## config.mk

```make
export PLATFORM = sky130hd
export DESIGN_NAME = hte_lane
export DESIGN_NICKNAME = d
export VERILOG_FILES = /design/src/hdl/hte_pkg.sv /design/src/hdl/hte_lane.sv
export SDC_FILE = /design/constraint.sdc
export NUM_CORES = 2
export LEC_CHECK = 0
export BUFFER_PORTS_ARGS = -buffer_cell sky130_fd_sc_hd__clkbuf_2
export CORE_MARGIN = 2
export CORE_UTILIZATION = 60
export DETAILED_ROUTE_END_ITERATION = 12
export GPL_TIMING_DRIVEN = 0
export PLACE_DENSITY = 0.86
export SETUP_SLACK_MARGIN = 0.2
export SKIP_CTS_REPAIR_TIMING = 1
export SLEW_MARGIN = 5
export SYNTH_ARGS = -nofsm -noshare
export SYNTH_HDL_FRONTEND = slang
export SYNTH_SLANG_ARGS = --single-unit
```

## constraint.sdc

```tcl
create_clock -name clock -period 8.36 [get_ports clock]
set_input_delay 0.836 -clock clock [delete_from_list [all_inputs] [get_ports clock]]
set_output_delay 0.836 -clock clock [all_outputs]
set_load 0.05 [all_outputs]
```

## src/hdl/hte_pkg.sv

```systemverilog
// Package with shared types, constants and helpers of the homogeneous transform engine.
`default_nettype none
package hte_pkg;
   localparam int DEFAULT_FRAC_BITS = 16;
   localparam int DEFAULT_DIM = 4;
   localparam int WORD_W = 32;
   localparam int DIV_STEPS = 64;
   // Four floored products of up to 2^54 each (at the smallest fraction width) fit here.
   localparam int ACC_W = 58;

   localparam logic [1:0] REQ_IDENTITY  = 2'd0;
   localparam logic [1:0] REQ_TRANSLATE = 2'd1;
   localparam logic [1:0] REQ_SCALE     = 2'd2;
   localparam logic [1:0] REQ_POINT     = 2'd3;

   localparam logic signed [WORD_W-1:0] S32_MAX = 32'sh7fffffff;
   localparam logic signed [WORD_W-1:0] S32_MIN = 32'sh80000000;

   // Lane command from the sequencer.
   typedef struct packed {
      logic clear;
      logic mac;
      logic save;
   } lane_ctl_type;

   // Saturate a wide accumulator sum to 32 bits.
   function automatic logic signed [WORD_W-1:0] sat_acc(input logic signed [ACC_W-1:0] v);
      logic signed [WORD_W-1:0] r;
      begin
         if (v > ACC_W'(S32_MAX)) r = S32_MAX;
         else if (v < ACC_W'(S32_MIN)) r = S32_MIN;
         else r = v[WORD_W-1:0];
         return r;
      end
   endfunction
endpackage
`default_nettype wire

```

## src/hdl/hte_lane.sv

```systemverilog
// One multiply-accumulate lane: floor-shifted product into a wide sum, saturated to 32 bits at the output.
`default_nettype none
module hte_lane #(
   parameter int FRAC_BITS = hte_pkg::DEFAULT_FRAC_BITS
) (
   input  wire logic                      clock,
   input  wire hte_pkg::lane_ctl_type     ctl,
   input  wire logic signed [31:0]        mul_a,
   input  wire logic signed [31:0]        mul_b,
   output logic signed [31:0]             result
);
   localparam int AW = hte_pkg::ACC_W;

   logic signed [63:0]   prod_ff, prod_in;
   logic                 prod_v_ff;
   logic signed [AW-1:0] acc_ff, acc_in;
   logic signed [AW-1:0] term;

   // Arithmetic shift floors the product toward minus infinity.
   assign prod_in = mul_a * mul_b;
   assign term = AW'(prod_ff >>> FRAC_BITS);

   always_comb begin
      acc_in = acc_ff;
      if (ctl.clear) acc_in = '0;
      else if (prod_v_ff) acc_in = acc_ff + term;
   end

   always_ff @(posedge clock) begin
      prod_ff   <= prod_in;
      prod_v_ff <= ctl.mac;
      acc_ff    <= acc_in;
   end

   assign result = hte_pkg::sat_acc(acc_ff);
endmodule
`default_nettype wire

```

---- After elaboration in Yosys (flattened, before gate mapping) ----
Index checks and enable logic that the tools add are counted.
word-level totals
  register bits ........................... 123
  bits in latches ......................... 0
  memory bits (writable) .................. 0
  memory bits (read-only) ................. 0
  output and inout bits ................... 32
  word-level logic and storage cells ...... 9
  memories kept ........................... 0
operators by class
  add/sub/neg operators ................... 1
  $mul .................................... 1
  divide/modulo/power cells ............... 0
  order comparisons ....................... 2
  eq/ne operators ......................... 0
  shifts and indexed selects .............. 0
  mux-type cells .......................... 2
  bitwise gates (word level) .............. 0
  reductions and logical operators ........ 0
operators with widths
  kind                  number
  $mul 32x32->64        1
  $mux 32               2
  $add 58x48->58        1
  $gt 58x32->1 const B  1
  $lt 58x32->1 const B  1

---- Logic depth before layout (Yosys ltp) ----
  depth in word-level cells ............... 3
  mapped depth ............................ 27

---- Worst setup path before layout ----
No wires, ideal clock.
  path kind ............................... in2reg
  start ................................... in mul_b[2]
  end ..................................... reg prod_ff[62]
  setup time .............................. 0.127 ns
  arrival time ............................ 7.741 ns
  required time ........................... 8.233 ns
  path slack .............................. 0.492 ns
  stages on the path ...................... 24
  path buffers ............................ 1
  cells stage by stage .................... clkbuf_1 -> nand2_1 -> inv_1 -> fa_1 -> fa_1 -> fa_1 -> fa_1 -> inv_1 -> fa_1 -> inv_1 -> fa_1 -> inv_1 -> fa_1 -> inv_1 -> fa_1 -> ha_1 -> a21o_1 -> a21o_1 -> a21oi_1 -> and2_1 -> o21ai_0 -> a211o_1 -> a31oi_1 -> a21oi_1
on the way
  longest elaborated chain between the ends .. 1
RTL lines
  element                 RTL line        source
  start: declaration      hte_lane.sv:9   input wire logic signed [31:0] mul_b,
  $mul 32x32->64          hte_lane.sv:20  assign prod_in = mul_a * mul_b;
  net prod_in[62]         hte_lane.sv:14  logic signed [63:0] prod_ff, prod_in;
  end signal: assignment  hte_lane.sv:30  prod_ff <= prod_in;
  end: declaration        hte_lane.sv:14
The timed path passes the listed nets, and every way through them passes these cells.
A chain may end at the register's enable or synchronous reset.

---- Worst setup path after layout ----
  start ................................... in mul_b[29]
  end ..................................... reg prod_ff[63]
The elaborated chain is that of the path after synthesis.

==> reports/metrics.yaml <==
floorplan:
  floorplan.die_area_um2: 72500
  fp-row-count: 97
  die_y_um: 269
  pin_count: 100
  start_util_pct: 60.4
  dieWidth_um: 269
  fp.coreArea_um2: 69900
worst_setup_path:
  critPathKind: "input port to register"
  cp_slowest_stage_delay_ns: 0.57
  cp_data_required_time_ns: 8.62
  crit_path_buffers_inverters: 4
  startpoint_type: "input port"
  worstRegToRegCells: 13
  worstPathCellList: "clkbuf_2, buf_2, and2_1, fa_1, fa_1, fa_1, fa_1, fa_1, fa_1, fa_1, inv_1, fa_1, inv_1, ha_1, nand4_1, or3_1, o221ai_2, nor2_1, a21o_1, o41a_1, o2111ai_2, a21oi_2, xnor2_2"
  critical_path.slowest_cell: "fa_1"
  path_depth: 23
  worst_path_most_repeated_cell: "fa_1"
  worst_setup_path_end_kind: "register"
  path_max_fanout: 11
  category_of_cells_accounting_for_the_largest_share_of_critical_path_delay: "adder cells"
  worst_ep_arrival_time_ns: 8.52
hold_path:
  hold_path_depth: 2
  min_path_type: "register to register"
routing:
  initialDrtViolationCount: 4105
  ant_nets: 0
  drc_errors: 0
  wl_um: 147000
  routed-via-count: 34300
  drt-wirelength-per-cell_um: 25.9
  first_pass_iteration_count_of_the_detailed_router: 8
  vias_per_cell: 6.04
clocking:
  cts-root-buf: "clkbuf_16"
  insertion_delay_ns: 0.36
  number_of_clock_sinks: 107
  cts-root-to-sink-buffers: 2
  number_of_buffers_created_by_cts: 9
  worst_setup_hold_path_clk_slew_ns: 0.09
  h-tree-depth: 3
  cts_tree: "built"
synth:
  async_flop_share_pct: 0
  yosysTopAreaCell: "fa_1"
  yosysTopAreaCellShare_pct: 51.3
  netlist_top_cells_area: "fa_1 (51%), inv_1 (8.4%), and2_1 (7.8%)"
  ys_seq_area_share_pct: 5.07
  synth-seq-cells: 107
  synth_edf_count: 0
  mappedNetlistNets: 5973
  synth-warning-count: 0
  synthFlopType: "dfxtp_1"
  cells_after_synthesis: 4586
  post_synth.cell_area_avg_um2: 9.21
  mappedNetlistArea_um2: 42200
  yosysUniqueCellTypes: 76
cells_and_area:
  syn2layout_area_growth_pct: 7.15
  utilization_pct: 64.7
  post_route_cells_drive_above_1_share_pct: 8.47
  num-nets-final: 6106
sta:
  hold_violations_final: 0
  final.setup.worst_slack_ns: 0.0983
  max-slew-margin-rel_pct: 15.3
  setup_viol: 0
  max_slew.worst_pin.slew_ns: 1.25
  layout_min_cycle_time_ns: 8.26
  finalMaxSlewViolations: 0
  fin_skew_ns: 0.0224
  setup_repair_after_global_routing_missed_its_margin: "yes"
  fmaxAchievable_mhz: 121
  min_period_over_period_pct: 98.8
global_route:
  antenna_found_initial: 14
  gr_usage_total_pct: 41.1
  grt_pass1_wl_um: 219000
  grt.overflow.total: 0
  grt_pass1_vias: 35600
  grt_start_max_net_pins: 25
place:
  post-place-ws_ns: -1.35
  place_congestion: 1.09
  hpwl_um: 121000
  io_buffer_count: 97
status:
  run_status: "complete, no violations"
flow_run:
  drv_cap: 0
[kinds of logic (layout without fill, tap and decap cells)]
| kind of cell | count (synthesis) | after routing | share of synthesized area (%) |
|---|---|---|---|
| multiplexers | 33 | 33 | 0.788 |
| XOR/XNOR | 104 | 104 | 2.16 |
| flip-flops | 107 | 107 | 5.07 |
| other | 0 | 12 | 0 |
| adder cells (fa/ha/maj) | 1319 | 1319 | 58.3 |
| buffers and inverters | 1189 | 1327 | 10.6 |
| AO/OA/AOI/OAI | 399 | 399 | 6.29 |
| AND/OR/NAND/NOR | 1435 | 1435 | 16.8 |
[placed cells by master (no fill, tap or decap), drive strengths merged, types with 16 or more instances in the layout]
| cell type | synthesis | routed |
|---|---|---|
| clkbuf | 230 | 274 |
| and2 | 524 | 524 |
| dfxtp | 107 | 107 |
| o21ai | 56 | 56 |
| o21a | 21 | 21 |
| o21bai | 17 | 17 |
| a21o | 74 | 74 |
| xnor2 | 72 | 72 |
| xor2 | 32 | 32 |
| fa | 1082 | 1082 |
| nand2 | 625 | 625 |
| nand3 | 19 | 19 |
| buf | 16 | 103 |
| ha | 237 | 237 |
| a211oi | 16 | 16 |
| mux2i | 31 | 31 |
| inv | 941 | 942 |
| nand4 | 33 | 33 |
| a21oi | 125 | 125 |
| nor2 | 132 | 132 |
| nor2b | 18 | 18 |
| nor3 | 23 | 23 |
[synthesized netlist by cell type, types with 32 or more instances]
master and instances:
dfxtp_1 107, nor2_1 132, clkbuf_1 230, fa_1 1082
a21oi_1 125, and2_1 524, ha_1 237, o21ai_0 52
inv_1 941, nand4_1 33, xor2_1 32, nand2_1 625
a21o_1 74, xnor2_1 72
[tightest hold or removal path, cell delays in order, from the launching register on]
cell and delay, ns:
dfxtp_1 0.35, nand2_1 0.07, o22ai_1 0.06
[area by class of cell]
cell class	count	area, um2
clock inverters	7	78.8
clock buffers	9	225
multi-input cells	3290	35900
plain buffers	246	1430
diodes	12	30.0
repair buffers	122	737
well taps	940	1180
flip-flops and latches	107	2140
inverters	943	3550
fillers	5647	24700
[sequential cells by signal, summed over array words and instances (netlist names)]
| register | count |
|---|---|
| prod_v_ff | 1 |
| acc_ff | 58 |
| prod_ff | 48 |
[per-stage QoR]
step / cell area, um2 / hold slack (ns) / cells / TNS (ns)
global placement: 43900 / 0.505 / 5623 / -22.27
floorplan: 42200 / 0.471 / 4586 / 0
global route: 45200 / 0.561 / 5667 / -0.0295
detailed placement: 43900 / 0.517 / 5623 / -24.76
CTS: 44200 / 0.528 / 5639 / -13.37
finish: 45200 / 0.527 / 5676 / 0
[worst paths after layout]
| path | slack (ns) | start | endpoint |
|---|---|---|---|
| worst max-delay path | 0.1 | mul_b[29] | prod_ff[63] |
| worst min-delay path | 0.53 | acc_ff[45] | acc_ff[45] |
| worst max register to register | 4.58 | acc_ff[0] | acc_ff[38] |
| worst min register to register | 0.53 | acc_ff[45] | acc_ff[45] |
[per-layer routing]
metal  track usage (%)  part of all wire, %  vias up
li1                  -                    -    14000
met1              52.6                   35    17100
met2              60.2                   42     2684
met3              16.9                   16      555
met4              20.7                  6.7        4
met5                 0                0.027        -
Power is not shown: default switching activity piles up to over one toggle a cycle in this logic, so the estimate is an artifact.
