$ cat config.mk
export PLATFORM = sky130hd
export DESIGN_NAME = hte_div
export DESIGN_NICKNAME = d
export VERILOG_FILES = /design/src/hdl/hte_pkg.sv /design/src/hdl/hte_div.sv
export SDC_FILE = /design/constraint.sdc
export NUM_CORES = 1
export LEC_CHECK = 0
export BUFFER_PORTS_ARGS = -buffer_cell sky130_fd_sc_hd__buf_2
export CAP_MARGIN = 5
export CORE_ASPECT_RATIO = 0.9
export CORE_UTILIZATION = 56
export DETAILED_ROUTE_END_ITERATION = 8
export HOLD_SLACK_MARGIN = 0.08
export PLACE_DENSITY = 0.86
export SYNTH_ARGS = -nofsm -noshare
export SYNTH_HDL_FRONTEND = slang
export SYNTH_SLANG_ARGS = --single-unit
$ cat constraint.sdc
create_clock -name clock -period 3.7 [get_ports clock]
set_input_delay 0.37 -clock clock [delete_from_list [all_inputs] [get_ports clock]]
set_output_delay 0.37 -clock clock [all_outputs]
set_load 0.005 [all_outputs]
$ cat src/hdl/hte_pkg.sv
// Package with shared types, constants and helpers of the homogeneous transform engine.
`default_nettype none
package hte_pkg;
   localparam int DEFAULT_FRAC_BITS = 16;
   localparam int DEFAULT_DIM = 4;
   localparam int WORD_W = 32;
   localparam int DIV_STEPS = 64;
   // Four floored products of up to 2^54 each (at the smallest fraction width) fit here.
   localparam int ACC_W = 58;

   localparam logic [1:0] REQ_IDENTITY  = 2'd0;
   localparam logic [1:0] REQ_TRANSLATE = 2'd1;
   localparam logic [1:0] REQ_SCALE     = 2'd2;
   localparam logic [1:0] REQ_POINT     = 2'd3;

   localparam logic signed [WORD_W-1:0] S32_MAX = 32'sh7fffffff;
   localparam logic signed [WORD_W-1:0] S32_MIN = 32'sh80000000;

   // Lane command from the sequencer.
   typedef struct packed {
      logic clear;
      logic mac;
      logic save;
   } lane_ctl_type;

   // Saturate a wide accumulator sum to 32 bits.
   function automatic logic signed [WORD_W-1:0] sat_acc(input logic signed [ACC_W-1:0] v);
      logic signed [WORD_W-1:0] r;
      begin
         if (v > ACC_W'(S32_MAX)) r = S32_MAX;
         else if (v < ACC_W'(S32_MIN)) r = S32_MIN;
         else r = v[WORD_W-1:0];
         return r;
      end
   endfunction
endpackage
`default_nettype wire

$ cat src/hdl/hte_div.sv
// Restoring divider, one quotient bit per cycle, with signed saturation.
`default_nettype none
module hte_div #(
   parameter int FRAC_BITS = hte_pkg::DEFAULT_FRAC_BITS
) (
   input  wire logic               clock,
   input  wire logic               reset,
   input  wire logic               go,
   input  wire logic signed [31:0] num,
   input  wire logic signed [31:0] den,
   output logic                    done,
   output logic signed [31:0]      quot
);
   logic [63:0] n_ff, n_in;
   logic [64:0] r_ff, r_in;
   logic [63:0] q_ff, q_in;
   logic [31:0] d_ff, d_in;
   logic        neg_ff, neg_in;
   logic [6:0]  cnt_ff, cnt_in;
   logic        busy_ff, busy_in, done_ff, done_in;
   logic [64:0] trial;
   logic signed [64:0] sq;
   logic signed [63:0] nn;

   always_comb begin
      nn = 64'(num) <<< FRAC_BITS;
      n_in = n_ff; r_in = r_ff; q_in = q_ff; d_in = d_ff; neg_in = neg_ff;
      cnt_in = cnt_ff; busy_in = busy_ff; done_in = 1'b0;
      trial = {r_ff[63:0], n_ff[63]};
      if (go) begin
         n_in = nn[63] ? 64'(-nn) : nn;
         d_in = den[31] ? 32'(-den) : den;
         neg_in = nn[63] ^ den[31];
         r_in = '0; q_in = '0; cnt_in = '0; busy_in = 1'b1;
      end else if (busy_ff) begin
         if (trial >= {33'd0, d_ff}) begin
            r_in = trial - {33'd0, d_ff};
            q_in = {q_ff[62:0], 1'b1};
         end else begin
            r_in = trial;
            q_in = {q_ff[62:0], 1'b0};
         end
         n_in = {n_ff[62:0], 1'b0};
         cnt_in = cnt_ff + 7'd1;
         if (cnt_ff == 7'(hte_pkg::DIV_STEPS - 1)) begin
            busy_in = 1'b0; done_in = 1'b1;
         end
      end
   end

   always_ff @(posedge clock) begin
      if (reset) begin
         busy_ff <= 1'b0; done_ff <= 1'b0; cnt_ff <= '0;
      end else begin
         busy_ff <= busy_in; done_ff <= done_in; cnt_ff <= cnt_in;
      end
      n_ff <= n_in; r_ff <= r_in; q_ff <= q_in; d_ff <= d_in; neg_ff <= neg_in;
   end

   always_comb begin
      sq = neg_ff ? -$signed({1'b0, q_ff}) : $signed({1'b0, q_ff});
      if (sq > 65'sh7fffffff) quot = hte_pkg::S32_MAX;
      else if (sq < -65'sh80000000) quot = hte_pkg::S32_MIN;
      else quot = sq[31:0];
   end
   assign done = done_ff;
endmodule
`default_nettype wire

# After elaboration in Yosys (flattened, before gate mapping)
# Cells that the tools add are included.
# Widths: inputs -> output; s select.
[op_classes]
muxes = 13
addsub = 5
n_reduce_logical = 3
eq_ne = 1
order_cmp = 3
bitwise = 2
[op_table]
columns = ["op", "n"]
rows = [
  ["$mux 64", 4],
  ["$ge 65x32->1", 1],
  ["$gt 65x32->1 const B", 1],
  ["$lt 65x32->1 const B", 1],
  ["$mux 65", 1],
  ["$neg 64->65", 1],
  ["$mux 32", 2],
  ["$neg 48->64", 1],
  ["$sub 64x32->64", 1],
  ["$neg 32->32", 1],
  ["$mux 31", 1],
  ["$add 7x1->7 const B", 1],
  ["$eq 7x6->1 const B", 1],
  ["$mux 1", 5],
  ["$reduce_or 3->1", 1],
  ["$reduce_bool 2->1", 1],
  ["$reduce_or 2->1", 1],
  ["$not 1->1", 1],
  ["$xor 1x1->1", 1],
]
[totals]
output_inout_bits = 33
register_bits = 234
in_bits = 67
elab_cells = 36

# Longest topological paths before layout
# Gate-level depths: netlist of run 1.
[logic_depth]
depth_word = 5
depth_mapped = 16
ltp_nobuf = 13

# Worst setup path after synthesis of run 1
# OpenSTA, ideal clock, no wires.
[synth_path]
kind = "reg-to-output"
from = "register q_ff[49]"
to = "output port quot[0]"
path_stages_with_launch = 15
path_buffers = 3
required_ps = 3330
arrival_ps = 3186
slack_ps = 144
cell_sequence = "dfxtp_1 > buf_6 > or4_4 > or4_1 > buf_2 > or3_4 > o41ai_4 > inv_1 > nand3b_1 > nor4_1 > nand4b_1 > nor4_2 > a21oi_2 > buf_6 > o21ai_1"
[synth_via]
elab_chain_cells = 5
word_cells_on_any_way = 6
classes_between = "add/sub: 1; order compare: 2; mux: 3"
[synth_lines]
columns = ["item", "line", "source"]
rows = [
  ["start: declaration", "hte_div.sv:16", "logic [63:0] q_ff, q_in;"],
  ["start signal: assignment", "hte_div.sv:57", "n_ff <= n_in; r_ff <= r_in; q_ff <= q_in; d_ff <= d_in; neg_ff <= neg_in;"],
  ["$neg 64->65", "hte_div.sv:61", "sq = neg_ff ? -$signed({1'b0, q_ff}) : $signed({1'b0, q_ff});"],
  ["$mux 65 *", "hte_div.sv:61", ""],
  ["$lt 65x32->1", "hte_div.sv:63", "else if (sq < -65'sh80000000) quot = hte_pkg::S32_MIN;"],
  ["$mux 32", "hte_div.sv:63", ""],
  ["$mux 32 *", "hte_div.sv:62", "if (sq > 65'sh7fffffff) quot = hte_pkg::S32_MAX;"],
  ["end: declaration", "hte_div.sv:12", "output logic signed [31:0] quot"],
]
# Every way passes the cells marked *; elsewhere a longest branch is shown, timed or not.

# Worst setup path after layout of run 1
[layout_path]
from = "register q_ff[31]"
to = "output port quot[22]"
# The elaborated chain is that of the path after synthesis.

==> results of run 1 <==
## metrics by stage
| stage | hold slack, ns | setup slack (ns) |
|---|---|---|
| floorplan | 0.442 | 0.144 |
| global placement | 0.465 | -0.0743 |
| detailed placement | 0.479 | -0.158 |
| CTS | 0.139 | -0.542 |
| global route | 0.151 | -0.759 |
| finish | 0.158 | -0.578 |
## layout make-up
class,instances,area (µm²),share of cell area
timing repair buffer,234,1640,0.0965
sequential,218,5180,0.306
inverter,55,206,0.0122
multi-input combinational,1276,8740,0.515
tap,342,428,0.0252
clock inverter,9,57.6,0.00339
clock buffer,37,711,0.0419
## flip-flops by register name (all words and copies together) (netlist names)
name	cells
r_ff	64
cnt_ff	7
done	1
n_ff	48
d_ff	32
busy_ff	1
q_ff	64
neg_ff	1
## kinds of logic after synthesis
group	after synthesis	share of synthesized area
xor gates and xnor gates	161	0.0984
buffers and inverters	163	0.0470
adders and majority gates	37	0.0328
DFF	218	0.361
and+or+nand+nor	632	0.226
muxes	86	0.0603
AOI/OAI and AO/OA	360	0.174
## what timing repair did
action,CTS,global route
hold buffers,2,0
cloned,1,2
resized for setup,15,48
pin swaps,6,13
endpoints found under the hold margin,2,0
endpoints found under the setup margin,33,46
setup buffers,3,5
## final timing paths
path | start | end | slack [ns] | depth (start not counted)
setup / recovery | q_ff[31] | quot[22] | -0.58 | 14
hold / removal | den[11] | d_ff[11] | 0.16 | 2
setup reg to reg | d_ff[6] | r_ff[28] | 0.21 | 14
hold reg to reg | r_ff[63] | r_ff[63] | 0.49 | 2
## power by group through the flow
stage	combinational (µW)	sequential [µW]	clock, µW
finish	1910	2800	2310
global route	2100	2820	2450
CTS	1840	2800	2360
detailed placement	1790	2850	0
global placement	1730	2840	0
floorplan	1350	2810	0
## layer usage
metal,up-vias,track usage
met3,62,0.0311
met4,0,0.0686
met1,6156,0.365
met5,-,0
met2,392,0.443
li1,6327,-
## worst max-delay path, cell delays in order, from the launching register on
cell	delay (ns)
dfxtp_1	0.35
or4_1	0.57
nor4_1	0.35
nand4_1	0.23
buf_6	0.20
o41ai_1	0.31
buf_4	0.18
nand4_1	0.09
nor3_2	0.12
nand4_1	0.17
o31ai_4	0.32
buf_6	0.16
clkbuf_16	0.15
o21ai_2	0.06
buf_2	0.13
## cells in the final DEF (no fill, tap or decap), types with 35 or more instances in the layout
cell type / Yosys / layout
mux2i_1: 83 / 83
nand2_1: 101 / 100
nor3_1: 59 / 56
xor2_1: 78 / 77
xnor2_1: 83 / 82
dfxtp_1: 137 / 134
edfxtp_1: 81 / 81
nor2_1: 218 / 215
inv_1: 55 / 52
a211oi_1: 53 / 51
o21ai_0: 48 / 45
ha_1: 36 / 35
buf_4: 0 / 121
buf_2: 6 / 98
or3_1: 43 / 40
a21oi_1: 80 / 78
==> out/qor.log, run 1 <==
[synth] Synth area leader dfxtp_1
[power_and_ir_drop] net switching share of the total power 0.311
[synth] instance count of the mapped netlist 1,657
[synth] synthesis-stage register bit count 218
[cells_and_area] area added between synthesis and finish 18.4%
[power_and_ir_drop] internal power 4840 µW
[global_route] total grt overflow 0
[synth] Post-Synthesis Net Count 1,761
[cells_and_area] final cell area excluding filler cells 17,000 µm²
[global_route] global-route total usage across every layer 0.266
[run_status] violations in the final reports negative setup slack
[placed_design] hpwl dp 24,700 µm
[cells_and_area] Layout Utilization 0.675
[cells_and_area] Antenna diodes 0
[clocking] number of H-tree branching levels 1
[power_and_ir_drop] maximum vdd drop 0.326 mV
[detailed_routing] post-route met1 wirelength 16,100 µm
[synth] Cell variety after synth 78
[timing] worst setup slack after layout -0.578 ns
[setup_path] category of the critical setup timing path flop to primary output
[detailed_routing] Detailed Route WL 35,400 µm
[placed_design] IO buf count 99
[cells_and_area] Final nets 1,914
[power_and_ir_drop] Leakage Power 0.00699 µW
[synth] number of enable-type register cells in the synthesized netlist 81
[synth] Seq/Total Area, Yosys 0.361
[detailed_routing] number of vias in the routed layout 12,900
[clocking] TritonCTS clock tree yes
[cells_and_area] layout cell share with drive strength beyond 1 0.212
[synth] Avg Cell Area, Syn 8.65 µm²
[synth] post-synthesis async set-or-reset flop share 0
[die] number of top-level pins 100
[timing] TNS Setup -17.24 ns
[detailed_routing] routed wire length on met3 1950 µm
[placed_design] placed cell count 2,113
[clocking] number of buffers created by CTS 25
[die] initial core utilization 0.570
[timing] highest attainable clock frequency 234 MHz
[detailed_routing] number of iterations in the first detailed-routing pass 5
[clocking] number of sinks driven by the clock tree 218
[timing] worst slew margin relative to its limit 0.281
[power_and_ir_drop] Pwr Density 414 nW/µm²
[cells_and_area] Final Non-Filler Cells 2,171
[global_route] number of global-route vias before repair 12,100
[synth] post-synthesis instance area 14,300 µm²
[die] full die area 26,200 µm²
[detailed_routing] routed wire length per instance 16.3 µm
[clocking] Clk Tree Root Cell clkbuf_16
[clocking] number of buffers between clock root and the deepest sink 3
[detailed_routing] highest metal layer used by the detailed router met4
[timing] RSZ-0062 raised after global routing true
[detailed_routing] drt drc 0
[timing] Post-Route Skew 0.0124 ns
[die] Chip Width 171 µm
[die] number of core rows 55
[detailed_routing] number of routed nets with antenna violations 0
[setup_path] Arr. time, crit path 3.91 ns
[placed_design] placed inst area 15,800 µm²
[power_and_ir_drop] Combinational Power Share 0.273
[die] total core area 25,100 µm²
[power_and_ir_drop] sw power 2180 µW
[power_and_ir_drop] share of power burned in the clock network 0.329
[timing] slew at the pin closest to its max-slew limit 1.08 ns
[timing] setup violators final 31
[timing] number of pins exceeding their max-slew limit in the final report 0
[timing] fin crit period 4.28 ns
[die] die extent in y 154 µm
[detailed_routing] Detailed Route Iter0 Violations 1,023
[synth] top cells by instance count after synthesis nor2_1, dfxtp_1, nand2_1, mux2i_1, xnor2_1
[cells_and_area] Fillers 1,957
[synth] Synth area leaders dfxtp_1, edfxtp_1, mux2i_1
[setup_path] endpoint class of the critical path primary output
[power_and_ir_drop] register share of total power 0.398
[placed_design] final weighted congestion in routability-driven placement 0.968
[global_route] wire length of the first global-routing pass 58,200 µm
[setup_path] startpoint class of the critical path flop
[synth] number of warning messages in the yosys log 0
[synth] commonest register cell after synthesis dfxtp_1
[timing] share of the clock period used by the worst path 1.16
[run_status] outcome complete, but fails checks
[global_route] maximum number of pins on one net before global-route repair 111
[timing] final hold violations 0
[setup_path] data required time at the worst endpoint 3.33 ns
[synth] portion of synthesized cell area occupied by the leading cell type 0.191
[detailed_routing] drt via density 5.96
[power_and_ir_drop] Total Power Consumption 7030 µW
[synth] most common cell in the netlist nor2_1
[detailed_routing] met2 routed wirelength 16,700 µm
[worst_hold_path] worst hold path class input port to flop
[clocking] Clk pin slew, worst setup/hold paths 0.06 ns
[job] number of max-cap violations 0
[clocking] worst skew pair latency 0.52 ns
[setup_path] CP Max Fanout 8
[global_route] initial antenna violation count 0
(Power assumes the default switching activity.)
==> run 2: changes to the inputs <==
Clock period 3.7 ns to 3.8 ns, I/O delays scaled along.
==> run 2 against run 1 <==
- the flow still finishes with violations (negative setup slack)
- power decreased by 3.7%
- cell count decreased by 1.7%
- core utilization decreased by 0.19 points
- sequential cell count unchanged
- count of clock-buffer cells in the layout decreased by 6
- wire length decreased by 0.96%
- register-to-register slack got worse by 0.02 ns
- worst hold slack improved by 0.0051 ns
- combinational power decreased by 4%
==> out/qor.log, run 2 (synthesis gave the netlist of run 1 again) <==
[worst_hold_path] worst hold path class input port to flop
[power_and_ir_drop] maximum vdd drop 0.310 mV [-5.1%]
[clocking] number of H-tree branching levels 1 [unchanged]
[global_route] global-route total usage across every layer 0.259 [-0.00725]
[setup_path] category of the critical setup timing path flop to primary output
[setup_path] startpoint class of the critical path flop
[setup_path] endpoint class of the critical path primary output
[clocking] Clk pin slew, worst setup/hold paths 0.06 ns [about the same]
[die] number of top-level pins 100 [unchanged]
[die] initial core utilization 0.570 [unchanged]
[die] total core area 25,100 µm² [unchanged]
[cells_and_area] Antenna diodes 0 [unchanged]
[detailed_routing] number of vias in the routed layout 12,800 [-1.1%]
[cells_and_area] Final nets 1,880 [-1.8%]
[timing] worst slew margin relative to its limit 0.323 [+0.0418]
[clocking] number of sinks driven by the clock tree 218 [unchanged]
[clocking] TritonCTS clock tree yes
[placed_design] final weighted congestion in routability-driven placement 0.906 [-6.4%]
[detailed_routing] number of iterations in the first detailed-routing pass 7 [+2]
[global_route] wire length of the first global-routing pass 56,800 µm [-2.4%]
[power_and_ir_drop] Leakage Power 0.00691 µW [-1.2%]
[die] die extent in y 154 µm [unchanged]
[clocking] Clk Tree Root Cell clkbuf_16
[placed_design] post-placement worst setup slack -0.0864 ns [+0.0713 ns]
[timing] RSZ-0062 raised after global routing true
[detailed_routing] Detailed Route WL 35,100 µm [-0.96%]
[clocking] worst skew pair latency 0.53 ns [about the same]
[setup_path] Arr. time, crit path 3.84 ns [-0.07 ns]
[cells_and_area] top flop regs q_ff x64, r_ff x64, n_ff x48
[power_and_ir_drop] Pwr Density 400 nW/µm² [-3.4%]
[detailed_routing] drt drc 0 [unchanged]
[detailed_routing] drt via density 5.99 [+0.56%]
[timing] number of pins exceeding their max-slew limit in the final report 0 [unchanged]
[clocking] number of buffers between clock root and the deepest sink 3 [unchanged]
[run_status] violations in the final reports negative setup slack
[cells_and_area] layout cell share with drive strength beyond 1 0.210 [-0.00133]
[cells_and_area] area added between synthesis and finish 18.0%
[timing] slew at the pin closest to its max-slew limit 1.01 ns [-0.0626 ns]
[cells_and_area] most common cell after layout, fill and taps aside nor2_1
[die] full die area 26,200 µm² [unchanged]
[detailed_routing] routed wire length per instance 16.4 µm [+0.71%]
[detailed_routing] Detailed Route Iter0 Violations 896 [-12%]
[timing] share of the clock period used by the worst path 1.11
[clocking] number of buffers created by CTS 23 [-8.0%]
[placed_design] hpwl dp 23,700 µm [-4.0%]
[job] number of max-cap violations 0 [unchanged]
[global_route] maximum number of pins on one net before global-route repair 124 [+12%]
[die] number of core rows 55 [unchanged]
[detailed_routing] number of routed nets with antenna violations 0 [unchanged]
[power_and_ir_drop] Total Power Consumption 6770 µW [-3.7%]
[global_route] total grt overflow 0 [unchanged]
[die] Chip Width 171 µm [unchanged]
[timing] setup violators final 31 [unchanged]
[global_route] initial antenna violation count 0 [unchanged]
[run_status] outcome complete, but fails checks
[timing] fin crit period 4.22 ns
[global_route] number of global-route vias before repair 12,000 [-0.99%]
[timing] worst setup slack after layout -0.423 ns [+0.155 ns]
[timing] final hold violations 0 [unchanged]
[timing] highest attainable clock frequency 237 MHz
[setup_path] data required time at the worst endpoint 3.42 ns [+0.09 ns]
[placed_design] IO buf count 99 [unchanged]
[timing] Post-Route Skew 0.0117 ns [-0.000742 ns]
[setup_path] CP Max Fanout 8 [unchanged]
[cells_and_area] most frequent cells in the layout nor2_1, dfxtp_1, nand2_1
==> run 2: cell count changes in the layout (fill, tap and decap cells not counted), sizes merged <==
| cell | previous run | this run |
|---|---|---|
| clkinv | 5 | 9 |
| clkinvlp | 3 | 1 |
| inv | 56 | 55 |
| bufinv | 0 | 1 |
| clkbuf | 39 | 33 |
| buf | 230 | 198 |
==> run 2: final cells by class <==
| cell class | instances | area, µm² |
|---|---|---|
| Multi-Input combinational cell | 1276 | 8950 |
| Fill cell | 1998 | 8210 |
| Sequential cell | 218 | 5180 |
| Timing Repair Buffer | 202 | 1410 |
| Clock buffer | 31 | 657 |
| Tap cell | 342 | 428 |
| Inverter | 55 | 206 |
| Clock inverter | 11 | 80.1 |
==> run 2: final timing paths <==
kind                  from  endpoint  slack, ns  depth (start not counted)
setup / recovery  q_ff[48]  quot[25]      -0.42                         13
setup reg to reg  n_ff[63]  r_ff[46]       0.19                         13
hold / removal     den[19]  d_ff[19]       0.16                          2
hold reg to reg   r_ff[63]  r_ff[63]       0.49                          2
==> run 2: where the power goes <==
part	switching, µW	internal, µW
Sequential	115	2610
Clock	924	1280
Combinational	1050	794
Total	2090	4680
==> run 2: worst max-delay path, stage by stage (launching register included) <==
cell     delay, ns
dfxtp_1       0.31
or4_4         0.54
or4_4         0.46
buf_8         0.16
nor2_1        0.19
nand3_2       0.15
o31ai_4       0.23
xnor2_2       0.17
o21ai_2       0.12
nor4_4        0.38
a21oi_4       0.16
buf_12        0.17
o21ai_2       0.14
buf_2         0.14
==> run 2: metrics by stage <==
stage | cells | setup TNS [ns] | cell area, µm² | utilization | hold slack [ns]
after floorplan | 1657 | 0 | 14300 | - | 0.452
after CTS | 2122 | -14.48 | 16400 | 0.654 | 0.149
after global routing | 2135 | -17.60 | 16900 | 0.673 | 0.162
after global placement | 2070 | -0.000532 | 15400 | 0.615 | 0.466
after detailed placement | 2070 | -2.15 | 15400 | 0.615 | 0.476
final | 2135 | -12.43 | 16900 | 0.673 | 0.163
==> run 2: timing repair <==
action	CTS	global route
endpoints found under the hold margin	2	0
gates cloned	2	2
pin swaps	19	25
gates resized for setup	22	71
setup buffers	6	12
hold buffers	2	0
setup endpoints to repair	31	45
==> run 2: routing by layer <==
| metal | vias up | GRT usage | share of wire |
|---|---|---|---|
| met2 | 418 | 0.434 | 0.48 |
| met4 | 0 | 0.0725 | 0.018 |
| li1 | 6233 | - | - |
| met3 | 61 | 0.0309 | 0.051 |
| met5 | - | 0 | 0 |
| met1 | 6082 | 0.351 | 0.45 |
==> run 3: changes to the inputs <==
Settings changed: CORE_UTILIZATION 56 to 62, PLACE_DENSITY 0.86 to 0.9.
Clock period 3.8 ns to 3.9 ns, I/O delays scaled along.
==> run 3 against run 2 <==
- the run still ends with negative setup slack left
- power rose by 0.63%
- register-to-register slack improved by 0.12 ns
- via count barely moved
- worst hold slack improved by 0.0040 ns
- first-iteration DRC count rose by 33%
- cell count fell by 3.7%
- critical path depth fell by 1
- core utilization rose by 5.7 points
- sequential share of layout area rose by 0.81 points
- clock skew barely moved
- setup slack got worse by 0.038 ns
- largest power group unchanged
==> out/qor.log, run 3 (synthesis gave the netlist of run 1 again) <==
[setup_path] slack of the worst reg-to-reg path 0.31 ns [+0.12 ns]
[power_and_ir_drop] Leakage Power 0.00668 µW [-3.3%]
[power_and_ir_drop] Total Power Consumption 6810 µW [+0.63%]
[run_status] outcome complete, but fails checks
[detailed_routing] number of vias in the routed layout 12,800 [-0.063%]
[die] initial core utilization 0.635 [+0.0642]
[cells_and_area] layout cell share with drive strength beyond 1 0.181 [-0.0290]
[timing] slew at the pin closest to its max-slew limit 1.12 ns [+0.101 ns]
[global_route] maximum number of pins on one net before global-route repair 89 [-28%]
[placed_design] hpwl dp 23,600 µm [-0.36%]
[detailed_routing] number of iterations in the first detailed-routing pass 5 [-2]
[timing] worst slew margin relative to its limit 0.257 [-0.0667]
[setup_path] Arr. time, crit path 3.97 ns [+0.13 ns]
[cells_and_area] top flop regs q_ff x64, r_ff x64, n_ff x48
[detailed_routing] Detailed Route WL 35,200 µm [+0.19%]
[die] number of top-level pins 100 [unchanged]
[setup_path] category of the critical setup timing path flop to primary output
[setup_path] destination of the worst register-to-register timing path r_ff[58]
[global_route] global-route total usage across every layer 0.288 [+0.0291]
[clocking] Clk pin slew, worst setup/hold paths 0.06 ns [about the same]
[global_route] total grt overflow 0 [unchanged]
[setup_path] startpoint class of the critical path flop
[power_and_ir_drop] Pwr Density 413 nW/µm² [+3.3%]
[cells_and_area] Final Non-Filler Cells 2,057 [-3.7%]
[timing] worst setup slack after layout -0.461 ns [-0.0383 ns]
[setup_path] critical path, cell by cell or3_4 -> or3_4 -> or3_4 -> o41ai_4 -> xor2_1 -> nor4_2 -> nand4b_1 -> nor4_4 -> a21oi_4 -> clkbuf_16 -> o21ai_1 -> buf_2
[detailed_routing] routed wire length per instance 17.1 µm [+4.0%]
[timing] setup violators final 31 [unchanged]
[global_route] number of global-route vias before repair 11,800 [-1.3%]
[clocking] number of sinks driven by the clock tree 218 [unchanged]
[setup_path] Critical Path Start q_ff[21]
[cells_and_area] Final nets 1,846 [-1.8%]
[setup_path] data required time at the worst endpoint 3.51 ns [+0.09 ns]
[timing] highest attainable clock frequency 229 MHz
[setup_path] Worst path slowest cell or3_4
[placed_design] placed cell count 1,999 [-3.4%]
[cells_and_area] area added between synthesis and finish 15.0%
[timing] Post-Route Skew 0.0118 ns [+0.000147 ns]
[die] total core area 22,600 µm² [-10%]
[setup_path] CP Max Fanout 8 [unchanged]
[detailed_routing] drt drc 0 [unchanged]
[setup_path] most repeated library cell on the critical path or3_4
[placed_design] placed inst area 15,200 µm² [-1.6%]
[timing] share of the clock period used by the worst path 1.12
[clocking] worst skew pair latency 0.53 ns [about the same]
[cells_and_area] Antenna diodes 0 [unchanged]
[die] full die area 23,700 µm² [-9.6%]
[setup_path] RR Startpoint d_ff[6]
[clocking] number of H-tree branching levels 1 [unchanged]
[clocking] number of buffers between clock root and the deepest sink 3 [unchanged]
[clocking] TritonCTS clock tree yes
[setup_path] highest cell delay on the worst timing path 0.43 ns [-0.11 ns]
[placed_design] post-placement worst setup slack -0.0329 ns [+0.0535 ns]
[timing] final hold violations 0 [unchanged]
[clocking] number of buffers created by CTS 24 [+4.3%]
[die] number of core rows 52 [-5.5%]
[detailed_routing] Detailed Route Iter0 Violations 1,190 [+33%]
[timing] RSZ-0062 raised after global routing true
[job] number of max-cap violations 0 [unchanged]
[detailed_routing] number of routed nets with antenna violations 0 [unchanged]
[detailed_routing] drt via density 6.22 [+3.7%]
[power_and_ir_drop] maximum vdd drop 0.388 mV [+25%]
[global_route] initial antenna violation count 0 [unchanged]
[worst_hold_path] worst hold path class input port to flop
[cells_and_area] most common cell after layout, fill and taps aside nor2_1
[cells_and_area] most frequent cells in the layout nor2_1, dfxtp_1, nand2_1
[setup_path] number of cells on the worst reg-to-reg path 13 [unchanged]
[placed_design] IO buf count 99 [unchanged]
[cells_and_area] final cell area excluding filler cells 16,500 µm² [-2.6%]
[clocking] Clk Tree Root Cell clkbuf_16
[die] die extent in y 146 µm [-4.9%]
[die] Chip Width 162 µm [-4.9%]
[timing] number of pins exceeding their max-slew limit in the final report 0 [unchanged]
[setup_path] termination of the worst setup path quot[0]
[setup_path] endpoint class of the critical path primary output
[run_status] violations in the final reports negative setup slack
[timing] fin crit period 4.36 ns
[placed_design] final weighted congestion in routability-driven placement 0.943 [+4.1%]
[global_route] wire length of the first global-routing pass 57,000 µm [+0.35%]
==> run 3: cell types whose count changed in the layout (fill, tap and decap cells not counted), sizes merged <==
cell,change
buf,-36
bufinv,+3
clkbuf,+3
clkinv,-3
clkinvlp,+1
inv,-1
==> run 3: worst max-delay path, delay by kind of cell, from the launching register on <==
kind / cells / cell delay [ns]
and+or+nand+nor: 6 / 2.05
AOI/OAI and AO/OA: 3 / 0.61
DFF: 1 / 0.32
buffers and inverters: 2 / 0.32
xor gates and xnor gates: 1 / 0.15
==> run 3: timing repair <==
item,4_1_cts,5_1_grt
endpoints found under the hold margin,2,0
setup endpoints to repair,31,42
hold buffers,2,0
setup buffers,3,4
gates resized for setup,20,31
cloned,2,3
pin swaps,8,10
==> run 3: area by class of cell <==
type,instances,area (µm²)
Tap cell,297,372
Clock buffer,33,676
Inverter,55,206
Fill cell,1611,6100
Clock inverter,11,156
Multi-Input combinational cell,1276,8750
Sequential cell,218,5180
Timing Repair Buffer,167,1130
==> run 3: per-layer routing <==
layer	global-route usage	up-vias	wire [µm]
li1	-	6176	-
met1	0.386	6077	15500
met2	0.481	463	16700
met3	0.0384	70	2010
met4	0.0882	0	897
met5	0	-	0
==> run 3: stage by stage <==
stage	utilization	TNS, ns	hold WS (ns)
final	0.730	-13.33	0.167
after global routing	0.730	-17.53	0.164
after CTS	0.719	-10.35	0.155
after detailed placement	0.673	-0.424	0.483
after global placement	0.673	0	0.466
after floorplan	-	0	0.454
==> run 3: how the worst min path moves through the flow <==
stage              start        end  slack (ns)  depth (start not counted)
5_1_grt          den[30]   d_ff[30]        0.16                          2
4_1_cts          den[19]   d_ff[19]        0.15                          2
3_5_place_dp    r_ff[63]   r_ff[63]        0.48                          2
2_1_floorplan  cnt_ff[6]  cnt_ff[6]        0.45                          2
3_3_place_gp   cnt_ff[6]  cnt_ff[6]        0.47                          2
6_report         den[19]   d_ff[19]        0.17                          2
==> run 3: power breakdown <==
part / internal, µW / total [µW] / switching [µW]
Combinational: 745 / 1770 / 1030
Sequential: 2540 / 2650 / 106
Clock: 1470 / 2390 / 919
Total: 4760 / 6810 / 2050
